[src/rtl/quantile_threshold_selector_assert.svh]
// Assertion macros for the quantile threshold selector
`ifndef QUANTILE_THRESHOLD_SELECTOR_ASSERT_SVH
`define QUANTILE_THRESHOLD_SELECTOR_ASSERT_SVH

// same-cycle implication
`define QTS_ASSERT_NOW(lbl, ante, cons, msg) \
  lbl: assert property (@(posedge clk) disable iff (!rst_n) (ante) |-> (cons)) else $error(msg);

// next-cycle implication
`define QTS_ASSERT_NEXT(lbl, ante, cons, msg) \
  lbl: assert property (@(posedge clk) disable iff (!rst_n) (ante) |=> (cons)) else $error(msg);

`endif

[src/rtl/qts_pkg.sv]
package qts_pkg;

  localparam int unsigned MAX_VALUES  = 1024;
  localparam int unsigned VALUE_WIDTH = 32;
  localparam int unsigned IDX_W       = $clog2(MAX_VALUES);
  localparam int unsigned CNT_W       = $clog2(MAX_VALUES + 1);
  localparam int unsigned FPR_W       = 16;
  localparam int unsigned STAT_W      = 2;
  localparam int unsigned PROD_W      = FPR_W + 1 + IDX_W;

  localparam logic [FPR_W-1:0]  FPR_RESET = FPR_W'(655);
  localparam logic [FPR_W:0]    FPR_ONE   = (FPR_W + 1)'(1) << FPR_W;

  localparam logic [STAT_W-1:0] STAT_OK        = 2'd0;
  localparam logic [STAT_W-1:0] STAT_NO_VALUES = 2'd1;
  localparam logic [STAT_W-1:0] STAT_DROPPED   = 2'd2;

  localparam logic [1:0] RD_IDX   = 2'd0;
  localparam logic [1:0] RD_LOWER = 2'd1;
  localparam logic [1:0] RD_UPPER = 2'd2;

  typedef struct packed {
    logic       load;
    logic       set_idx_top;
    logic       dec_idx;
    logic       wr_shift;
    logic       wr_val_at;
    logic       wr_val_zero;
    logic       inc_count;
    logic       set_drop;
    logic       mul;
    logic [1:0] rd_sel;
    logic       cap_a;
    logic       cap_b;
    logic       emit;
  } qts_cmd_t;

  typedef struct packed {
    logic valid;
    logic last;
    logic full;
    logic empty;
    logic idx_zero;
    logic greater;
    logic out_busy;
  } qts_sts_t;

endpackage

[src/rtl/qts_ctrl.sv]
module qts_ctrl
  import qts_pkg::*;
(
  input  logic     clk,
  input  logic     rst_n,
  input  logic     in_fire,
  output logic     in_ready,
  input  qts_sts_t sts,
  output qts_cmd_t cmd
);

  localparam logic [3:0] S_IDLE   = 4'd0;
  localparam logic [3:0] S_LOADED = 4'd1;
  localparam logic [3:0] S_RD     = 4'd2;
  localparam logic [3:0] S_CMP    = 4'd3;
  localparam logic [3:0] S_WRV    = 4'd4;
  localparam logic [3:0] S_CHK    = 4'd5;
  localparam logic [3:0] S_MUL    = 4'd6;
  localparam logic [3:0] S_RDA    = 4'd7;
  localparam logic [3:0] S_RDB    = 4'd8;
  localparam logic [3:0] S_CAPA   = 4'd9;
  localparam logic [3:0] S_RES    = 4'd11;

  logic [3:0] state_r, state_nxt;

  always_comb begin
    state_nxt = state_r;
    cmd       = '0;
    cmd.rd_sel = RD_IDX;
    in_ready  = 1'b0;
    unique case (state_r)
      S_IDLE: begin
        in_ready = 1'b1;
        if (in_fire) begin
          cmd.load  = 1'b1;
          state_nxt = S_LOADED;
        end
      end
      S_LOADED: begin
        if (!sts.valid) begin
          state_nxt = S_CHK;
        end else if (sts.full) begin
          cmd.set_drop = 1'b1;
          state_nxt    = S_CHK;
        end else if (sts.empty) begin
          state_nxt = S_WRV;
        end else begin
          cmd.set_idx_top = 1'b1;
          state_nxt       = S_RD;
        end
      end
      S_RD: begin
        state_nxt = S_CMP;
      end
      S_CMP: begin
        if (sts.greater) begin
          cmd.wr_shift = 1'b1;
          if (sts.idx_zero) begin
            state_nxt = S_WRV;
          end else begin
            cmd.dec_idx = 1'b1;
            state_nxt   = S_RD;
          end
        end else begin
          cmd.wr_val_at = 1'b1;
          cmd.inc_count = 1'b1;
          state_nxt     = S_CHK;
        end
      end
      S_WRV: begin
        cmd.wr_val_zero = 1'b1;
        cmd.inc_count   = 1'b1;
        state_nxt       = S_CHK;
      end
      S_CHK: begin
        if (!sts.last) begin
          state_nxt = S_IDLE;
        end else if (sts.empty) begin
          state_nxt = S_RES;
        end else begin
          state_nxt = S_MUL;
        end
      end
      S_MUL: begin
        cmd.mul   = 1'b1;
        state_nxt = S_RDA;
      end
      S_RDA: begin
        cmd.rd_sel = RD_LOWER;
        state_nxt  = S_RDB;
      end
      S_RDB: begin
        cmd.rd_sel = RD_UPPER;
        cmd.cap_a  = 1'b1;
        state_nxt  = S_CAPA;
      end
      S_CAPA: begin
        cmd.cap_b = 1'b1;
        state_nxt = S_RES;
      end
      S_RES: begin
        if (!sts.out_busy) begin
          cmd.emit  = 1'b1;
          state_nxt = S_IDLE;
        end
      end
      default: begin
        state_nxt = S_IDLE;
      end
    endcase
  end

  always_ff @(posedge clk) begin
    if (!rst_n) begin
      state_r <= S_IDLE;
    end else begin
      state_r <= state_nxt;
    end
  end

endmodule

[config.mk]
export PLATFORM = sky130hd
export DESIGN_NAME = qts_ctrl
export DESIGN_NICKNAME = d
export VERILOG_FILES = /design/src/rtl/quantile_threshold_selector_assert.svh /design/src/rtl/qts_pkg.sv /design/src/rtl/qts_ctrl.sv
export SDC_FILE = /design/constraint.sdc
export NUM_CORES = 1
export LEC_CHECK = 0
export BUFFER_PORTS_ARGS = -buffer_cell sky130_fd_sc_hd__clkbuf_2
export CAP_MARGIN = 20
export CORE_MARGIN = 2
export CORE_UTILIZATION = 35
export DETAILED_ROUTE_END_ITERATION = 10
export GPL_ROUTABILITY_DRIVEN = 0
export HOLD_SLACK_MARGIN = 0.15
export SLEW_MARGIN = 30
export SYNTH_ARGS = -nofsm -noshare
export SYNTH_HDL_FRONTEND = slang
export SYNTH_SLANG_ARGS = --single-unit
export TNS_END_PERCENT = 20
[constraint.sdc]
create_clock -name clk -period 1.89 [get_ports clk]
set_clock_uncertainty 0.15 [all_clocks]
set_input_delay 0.567 -clock clk [delete_from_list [all_inputs] [get_ports clk]]
set_output_delay 0.567 -clock clk [all_outputs]
set_load 0.01 [all_outputs]
Word level (Yosys, flattened, before mapping)
Cells that the tools add are included.
- word-level logic and storage cells: 47
- register bits: 4
- multiplexer cells: 32
- reduce and logical (&&, ||, !) cells: 2
- equal/unequal tests: 12
- operator list (kind ; count):
    $pmux W4 S11 ; 1
    $mux W4 ; 6
    $mux W1 ; 18
    $eq A4 B3 Y1 const B ; 4
    $eq A4 B4 Y1 const B ; 3
    $mux W3 ; 4
    $eq A4 B2 Y1 const B ; 2
    $eq A4 B1 Y1 const B ; 1
    $logic_not A4 Y1 ; 1
    $ne A2 B2 Y1 const B ; 2
    $pmux W2 S2 ; 1
    $mux W2 ; 1
    $pmux W1 S2 ; 1
    $reduce_and A2 Y1 ; 1

Logic depth before layout (Yosys ltp)
Gate-level depths: netlist of the first run.
- depth in word-level cells: 4
- depth in mapped cells: 5
- mapped depth without buffers: 4

Worst setup path before layout of the first run
No wires, ideal clock.
- path type: flip-flop to output port
- start point: register state_r[2]
- end point: output port cmd[4] (netlist name)
- buffers on the path: 2
- slack: -0.051 ns
- cell stages (with the launch flop): 5
- arrival: 1.224 ns
- cell sequence: dfxtp_1 -> buf_4 -> or2b_4 -> nor3_1 -> buf_4
- RTL lines (element ; RTL line ; text):
    from (decl) ; qts_ctrl.sv:24 ; logic [3:0] state_r, state_nxt;
    from (signal assigned) ; qts_ctrl.sv:117 ; state_r <= state_nxt;
    to (decl) ; qts_ctrl.sv:9 ; output qts_cmd_t cmd

==> results of run 1 <==
==> final cells by class <==
type / instances / area, µm² / area share (%)
Multi-Input combinational cell: 53 / 432 / 51.2
Timing Repair Buffer: 41 / 272 / 32.2
Sequential cell: 4 / 95.1 / 11.3
Clock buffer: 3 / 22.5 / 2.67
Tap cell: 15 / 18.8 / 2.23
Inverter: 1 / 3.75 / 0.445
==> cells in the final DEF, fill, tap and decap left out, types with 2 or more instances in the layout <==
cell                       count
sky130_fd_sc_hd__a21oi_1       4
sky130_fd_sc_hd__buf_2        10
sky130_fd_sc_hd__buf_4        14
sky130_fd_sc_hd__buf_6         5
sky130_fd_sc_hd__clkbuf_2     12
sky130_fd_sc_hd__clkbuf_4      3
sky130_fd_sc_hd__dfxtp_4       4
sky130_fd_sc_hd__nand2_1       5
sky130_fd_sc_hd__nand2b_1      3
sky130_fd_sc_hd__nand2b_4      4
sky130_fd_sc_hd__nor2_1        7
sky130_fd_sc_hd__nor3_2        2
sky130_fd_sc_hd__nor3_4        3
sky130_fd_sc_hd__o21a_1        3
sky130_fd_sc_hd__or2_4         2
==> power breakdown <==
group / switching, mW / internal, mW
logic: 0.126 / 0.155
registers: 0.0226 / 0.0974
clock network: 0.0308 / 0.0707
total: 0.179 / 0.323
==> metal layers <==
layer	vias up	wire [µm]	global-route usage [%]
met5	-	0	0
met4	0	0	5.00
met3	0	78	4.89
met2	21	708	31.7
met1	256	588	20.5
li1	302	-	-
==> worst max-delay path: stages (launching register included) <==
cell                      delay, ns
sky130_fd_sc_hd__dfxtp_4       0.36
sky130_fd_sc_hd__buf_6         0.13
sky130_fd_sc_hd__nor4_4        0.29
sky130_fd_sc_hd__and2_1        0.16
sky130_fd_sc_hd__buf_2         0.12
==> kinds of logic after synthesis <==
kind of cell,count (synthesis),share of synthesized area (%)
buffers and inverters,6,8.99
AND/OR/NAND/NOR,40,54.0
AO/OA/AOI/OAI,13,20.1
flip-flops,4,16.9
==> path summary, 6_finish.rpt <==
kind,from,endpoint
max,state_r[3],cmd[13]
min reg2reg,state_r[1],state_r[3]
max reg2reg,state_r[3],state_r[0]
min,rst_n,state_r[1]
==> stage by stage <==
step           TNS [ns]  instance area [µm²]
6_report         -0.532                  843
5_1_grt           -1.14                  843
4_1_cts          -0.601                  744
3_5_place_dp    -0.0933                  661
3_3_place_gp    -0.0130                  661
2_1_floorplan         0                  478
==> synthesized netlist by cell type (all sizes together), types with 2 or more instances <==
library cell	count	area (µm²)
nor3	6	35.0
nand2b	7	51.3
nand2	6	22.5
nor4b	2	17.5
dfxtp	4	80.1
o21a	3	22.5
buf	5	38.8
and2b	2	15.0
a21oi	4	20.0
or2	2	15.0
nor2	8	30.0
==> timing repair <==
action                                 4_1_cts  5_1_grt
pin swaps                                    5        6
endpoints found under the hold margin        0        0
gates resized for setup                     15       25
setup endpoints to repair                   13       14
buffers inserted                             1        5
gates cloned                                 0        0
==> out/metrics.sh, run 1 <==
FINAL_CELLS=117
POWER.STATIC_LEAKAGE_nW=0.417
TIMING.FINAL.MAX_SLEW_VIOLATIONS=0
POSTROUTEANTENNANETS=0
MIN_PERIOD_OVER_PERIOD_PCT=106
TIMING.MAX_CAP.VIOLATIONS=0
CTS_NUM_SINKS=4
HOLD_SLACK_NS=0.447
HOLD_DEPTH=2
GRT_UTIL_ALL_LAYERS_PCT=17.8
VIA_PER_INST=4.95
SYNTH_FF_TYPE='sky130_fd_sc_hd__dfxtp_1'
SYNTHTOLAYOUTAREAGROWTH_PCT=78.3
POST-PLACE-WS_NS=-0.0799
CP_DATA_REQUIRED_TIME_NS=1.17
AVGSYNTHCELLAREA_UM2=7.51
NUMBER_OF_GLOBAL_ROUTE_VIAS_BEFORE_REPAIR=497
DRIVE_GT1_SHARE_PCT=65.7
DRC=0
GRT_PASS1_WL_UM=1970
WORSTSKEWPAIRLATENCY_NS=0.23
POST-LAYOUT-TOTAL-POWER_mW=0.502
CRIT_PATH_MAX_FANOUT=6
INITIAL_UTILIZATION_PCT=36.8
GRT_SETUP_UNREPAIRED='yes'
POWERDENSITY_mW_PER_MM2=596
DRT_WL_TOTAL_UM=1380
WORSTSETUPSTARTPOINTTYPE='flop'
FINALHOLDVIOLATIONS=0
MAX_SLEW_MARGIN_PCT=83.2
REGMOSTFLOPS='state_r'
HTREE_LEVELS=1
ROUTED_LENGTH_PER_PLACED_INSTANCE_UM=11.8
DR.PASS1.ITERS=4
MAX_CLOCK_FREQ_GHz=0.498
PORT-BUFFER-COUNT=24
CRITPATHKIND='reg -> out'
TOP_LEVEL_PORTS=25
WORSTMARGINPINSLEW_NS=0.248
STATUS='finished with violations'
TOTAL_DIE_AREA_MM2=0.00166
TIMING.CRITICAL_PATH.ARRIVAL_NS=1.29
TRITONCTS.NUM_BUFFERS=3
FINAL.FILL_COUNT=117
SYNTH-EDFF-COUNT=0
DIE_Y_UM=40.8
DIE_X_UM=40.8
END_KIND='output port'
VIOLATIONS_IN_THE_FINAL_REPORTS='setup timing'
LARGEST_REGISTER_FF_COUNT=4
POST_CTS_HOLD_BUFFER_COUNT=0
CTS_TREE='done'
PATH_CLK_SLEW_NS=0.04
YOSYS_WARNINGS=0
LAYOUT.NETS=114
CTS_MAX_PATH_BUFFERS=2
SYN_INST=63
POST-PLACE-CELLS=108
SYNTH.NET_COUNT=73
CORE_REGION_AREA_MM2=0.00128
SETUP.REG_TO_REG.WORST_SLACK_NS=0.32
VIAS=579
HOLD_PATH_CLASS='in -> reg'
ITERATION_0_DRC_MARKERS=9
LARGEST_REGISTERS='state_r x4'
FIN_WS_NS=-0.117
SYNTH.FF_LATCH_COUNT=4
N_ANTENNA_CELL=0
FINAL_MIN_PERIOD_NS=2.01
ANTENNA_VIOLATIONS_BEFORE_REPAIR=0
SYNTH.YOSYS.SEQ_AREA_SHARE_PCT=16.9
FINALSETUPVIOLCOUNT=8
ROOT_BUFFER='sky130_fd_sc_hd__clkbuf_4'
DP_HPWL_UM=1040
WORST-R2R-CELL-COUNT=7
SYNTH_CELL_TYPES=30
MAX-VDD-IR-DROP_mV=0.390
SYNTHARSTFLOPSHARE_PCT=0
FP-ROW-COUNT=13
FINAL_GLOBAL_ROUTE_OVERFLOW_TOTAL=0
FINAL_CORE_UTILIZATION_PCT=65.6
SYN-CELL-AREA_UM2=473
PIN_COUNT_OF_THE_BIGGEST_NET_ENTERING_GLOBAL_ROUTING=8
Power figures use the tool's default switching activity.
==> inputs of run 2 (changes only) <==
--- a/config.mk
+++ b/config.mk
@@ -5,11 +5,12 @@
 export SDC_FILE = /design/constraint.sdc
 export NUM_CORES = 1
 export LEC_CHECK = 0
+export ABC_AREA = 1
 export BUFFER_PORTS_ARGS = -buffer_cell sky130_fd_sc_hd__clkbuf_2
 export CAP_MARGIN = 20
-export CORE_MARGIN = 2
-export CORE_UTILIZATION = 35
+export CORE_AREA = 2 2 39 41
 export DETAILED_ROUTE_END_ITERATION = 10
+export DIE_AREA = 0 0 41 43
 export GPL_ROUTABILITY_DRIVEN = 0
 export HOLD_SLACK_MARGIN = 0.15
 export SLEW_MARGIN = 30
==> out/metrics.sh, run 2 <==
STATUS='finished with violations'  # unchanged
VIOLATIONS_IN_THE_FINAL_REPORTS='setup timing'  # unchanged
CRITICAL_PATH.MAX_STAGE_DELAY_NS=0.36  # about the same
MAX_CLOCK_FREQ_GHz=0.520  # was 0.498 GHz
SYNTH.TOP_CELLS.BY_AREA='sky130_fd_sc_hd__dfxtp_1, sky130_fd_sc_hd__inv_1, sky130_fd_sc_hd__nor2_1'  # was sky130_fd_sc_hd__dfxtp_1, sky130_fd_sc_hd__nand2b_1, sky130_fd_sc_hd__nor2_1
SETUP.REG_TO_REG.WORST_SLACK_NS=0.59  # was 0.32 ns
LARGEST_REGISTERS='state_r x4'  # unchanged
GRT_UTIL_ALL_LAYERS_PCT=13.1  # was 17.8%
MAX_SLEW_MARGIN_PCT=82.5  # was 83.2%
FINALHOLDVIOLATIONS=0  # unchanged
TOP_LEVEL_PORTS=25  # unchanged
LAYOUT.NETS=121  # was 114
HOLD_PATH.STARTPOINT='rst_n'  # unchanged
SYN-CELL-AREA_UM2=432  # was 473 µm²
FP-ROW-COUNT=14  # was 13
HTREE_LEVELS=1  # unchanged
TIMING.RR.START='state_r[0]'  # was state_r[3]
INTERNAL_POWER_mW=0.248  # was 0.323 mW
MAX-VDD-IR-DROP_mV=0.289  # was 0.390 mV
CORE_REGION_AREA_MM2=0.00138  # was 0.00128 mm²
TOTAL_DIE_AREA_MM2=0.00176  # was 0.00166 mm²
CRIT_PATH_MAX_FANOUT=4  # was 6
DIE_X_UM=41  # was 40.8 µm
SYNTH.TOP_CELLS.BY_COUNT='sky130_fd_sc_hd__inv_1, sky130_fd_sc_hd__nor2_1, sky130_fd_sc_hd__nand2_1'  # was sky130_fd_sc_hd__nor2_1, sky130_fd_sc_hd__nand2_1, sky130_fd_sc_hd__nand2b_1
POWERDENSITY_mW_PER_MM2=621  # was 596 mW/mm²
VIAS=537  # was 579
DRT_WL_TOTAL_UM=1080  # was 1380 µm
CRITPATHKIND='reg -> out'  # unchanged
POST-LAYOUT-TOTAL-POWER_mW=0.409  # was 0.502 mW
HOLD_DEPTH=3  # was 2
MIN_PERIOD_OVER_PERIOD_PCT=102  # was 106%
CRIT_CHAIN='inv_2 -> nor2_2 -> nand2_4 -> inv_2 -> nand2_2 -> inv_1 -> buf_2'  # was buf_6 -> nor4_4 -> and2_1 -> buf_2
WHS_ENDPOINT='state_r[3]'  # was state_r[1]
DRC=0  # unchanged
FINALSETUPVIOLCOUNT=2  # was 8
SYNTH.NET_COUNT=90  # was 73
HOLD_PATH_CLASS='in -> reg'  # unchanged
DR.PASS1.ITERS=4  # unchanged
FIN_WS_NS=-0.0318  # was -0.117 ns
MET2ROUTEDLENGTH_UM=559  # was 708 µm
CLKPWRFRAC_PCT=25.3  # was 20.2%
SYNTH-EDFF-COUNT=0  # unchanged
FINAL_MIN_PERIOD_NS=1.92  # was 2.01 ns
SYNTH_TOP_AREA_SHARE_PCT=18.6  # was 16.9%
FIN_TNS_SETUP_NS=-0.0363  # was -0.532 ns
SYNTHTOLAYOUTAREAGROWTH_PCT=52.5  # was 78.3%
CTS_TREE='done'  # unchanged
GRT_PASS1_WL_UM=1570  # was 1970 µm
SHARE_COMB_OF_TOTAL_POWER_PCT=46.8  # was 55.9%
CP_DATA_REQUIRED_TIME_NS=1.17  # about the same
SWSHARE_PCT=39.4  # was 35.7%
CRIT_BUF_INV=4  # was 2
POST-PLACE-WS_NS=0.0601  # was -0.0799 ns
WORSTMARGINPINSLEW_NS=0.261  # was 0.248 ns
REGMOSTFLOPS='state_r'  # unchanged
DIE_Y_UM=43  # was 40.8 µm
SYNTH_FF_TYPE='sky130_fd_sc_hd__dfxtp_1'  # unchanged
SEQ_POWER_SHARE_PCT=27.9  # was 23.9%
SYNTH.YOSYS.SEQ_AREA_SHARE_PCT=18.6  # was 16.9%
LAYOUT.CELLS.MOST_COMMON_LIST='sky130_fd_sc_hd__clkbuf_2, sky130_fd_sc_hd__nor2_1, sky130_fd_sc_hd__inv_1, sky130_fd_sc_hd__nand2_1, sky130_fd_sc_hd__buf_2'  # was sky130_fd_sc_hd__buf_4, sky130_fd_sc_hd__clkbuf_2, sky130_fd_sc_hd__buf_2, sky130_fd_sc_hd__nor2_1
PORT-BUFFER-COUNT=24  # unchanged
POSTROUTEANTENNANETS=0  # unchanged
ITERATION_0_DRC_MARKERS=9  # unchanged
FINAL_COMMON_CELL='sky130_fd_sc_hd__clkbuf_2'  # was sky130_fd_sc_hd__buf_4
DETAIL_ROUTE.WIRELENGTH.MET1_UM=481  # was 588 µm
POST_CTS_HOLD_BUFFER_COUNT=0  # unchanged
LARGEST_REGISTER_FF_COUNT=4  # unchanged
TRITONCTS.NUM_BUFFERS=3  # unchanged
SYNTH_CELL_TYPES=18  # was 30
TIMING.FINAL.MAX_SLEW_VIOLATIONS=0  # unchanged
WL_MET3_UM=35  # was 78 µm
SYNTH.FF_LATCH_COUNT=4  # unchanged
END_KIND='output port'  # unchanged
ANTENNA_VIOLATIONS_BEFORE_REPAIR=0  # unchanged
REG_TO_REG_ENDPOINT='state_r[0]'  # unchanged
DR.MAX_LAYER_USED='met3'  # unchanged
NET-SWITCHING-POWER_mW=0.161  # was 0.179 mW
SYNTH.LARGEST_AREA_CELL='sky130_fd_sc_hd__dfxtp_1'  # unchanged
CTS_MAX_PATH_BUFFERS=2  # unchanged
PATH_CLK_SLEW_NS=0.04  # about the same
INITIAL_UTILIZATION_PCT=31.2  # was 36.8%
TIMING.MAX_CAP.VIOLATIONS=0  # unchanged
CTS_NUM_SINKS=4  # unchanged
PIN_COUNT_OF_THE_BIGGEST_NET_ENTERING_GLOBAL_ROUTING=6  # was 8
POWER.STATIC_LEAKAGE_nW=0.412  # was 0.417 nW
ROUTED_LENGTH_PER_PLACED_INSTANCE_UM=8.61  # was 11.8 µm
DRIVE_GT1_SHARE_PCT=52.3  # was 65.7%
WORST-R2R-CELL-COUNT=8  # was 7
GRT_SETUP_UNREPAIRED='yes'  # unchanged
YOSYS_WARNINGS=0  # unchanged
CRITPATHTOPFAMILY='flip-flops'  # was simple AND/OR/NAND/NOR gates
FINAL_GLOBAL_ROUTE_OVERFLOW_TOTAL=0  # unchanged
VIA_PER_INST=4.30  # was 4.95
NUMBER_OF_GLOBAL_ROUTE_VIAS_BEFORE_REPAIR=450  # was 497
AVGSYNTHCELLAREA_UM2=5.40  # was 7.51 µm²
CRITICAL_PATH.MOST_COMMON_CELL='sky130_fd_sc_hd__inv_2'
WORSTSETUPSTARTPOINTTYPE='flop'  # unchanged
TIMING.CRITICAL_PATH.ARRIVAL_NS=1.20  # was 1.29 ns
CPMAXSTAGEDELAYCELL='sky130_fd_sc_hd__dfxtp_2'  # was sky130_fd_sc_hd__dfxtp_4
SYNTHARSTFLOPSHARE_PCT=0  # unchanged
SYN_INST=80  # was 63
N_ANTENNA_CELL=0  # unchanged
ROOT_BUFFER='sky130_fd_sc_hd__clkbuf_4'  # unchanged
DP_HPWL_UM=903  # was 1040 µm
WORSTSKEWPAIRLATENCY_NS=0.23  # about the same
run 2: metrics by stage:
step / hold WS (ns) / std cells / instance area [µm²] / utilization [%]
after detailed placement: 0.534 / 119 / 564 / 40.8
after global placement: 0.538 / 119 / 564 / 40.8
final: 0.385 / 125 / 658 / 47.6
after floorplan: 0.481 / 80 / 432 / -
after CTS: 0.377 / 125 / 622 / 44.9
after global routing: 0.399 / 125 / 658 / 47.6
run 2: worst min-delay path, cell delays in order:
cell and delay (ns):
sky130_fd_sc_hd__clkbuf_2 0.09, sky130_fd_sc_hd__nand2_1 0.05, sky130_fd_sc_hd__inv_1 0.04
run 2: logic make-up after synthesis:
| kind of cell | share of synthesized area, % |
|---|---|
| AND/OR/NAND/NOR | 53.3 |
| AO/OA/AOI/OAI | 8.12 |
| flip-flops | 18.6 |
| buffers and inverters | 20.0 |
run 2: layout make-up:
type / instances / area (µm²)
fillers: 156 / 726
multi-input cells: 54 / 303
repair buffers: 27 / 146
flip-flops and latches: 4 / 87.6
inverters: 21 / 78.8
clock buffers: 3 / 22.5
well taps: 16 / 20.0
run 2: worst max-delay path by stage:
| stage | from | to | slack [ns] | cells after the start |
|---|---|---|---|---|
| final | state_r[0] | cmd[12] | -0.03 | 7 |
| after global placement | sts[3] | cmd[12] | 0.07 | 7 |
| after detailed placement | sts[3] | cmd[12] | 0.06 | 7 |
| after CTS | state_r[2] | cmd[10] | -0.04 | 6 |
| after global routing | state_r[0] | cmd[12] | -0.07 | 7 |
| after floorplan | state_r[3] | cmd[4] | 0.19 | 5 |
run 2: power by group through the flow:
stage	registers (mW)	logic, mW	clock network (mW)
after floorplan	0.109	0.106	0
after global placement	0.111	0.154	0
after detailed placement	0.112	0.154	0
after CTS	0.114	0.175	0.110
after global routing	0.115	0.210	0.117
final	0.114	0.191	0.104
run 2: repair_timing:
action / CTS / global route
setup endpoints to repair: 10 / 12
hold endpoints to repair: 0 / 0
resized for setup: 6 / 21
buffers inserted: 3 / 0
pin swaps: 2 / 4
run 2: layer usage:
layer | vias up | global-route usage (%)
met2 | 8 | 21.3
met5 | - | 0
met1 | 231 | 14.1
met4 | 0 | 6.00
met3 | 0 | 4.71
li1 | 298 | -
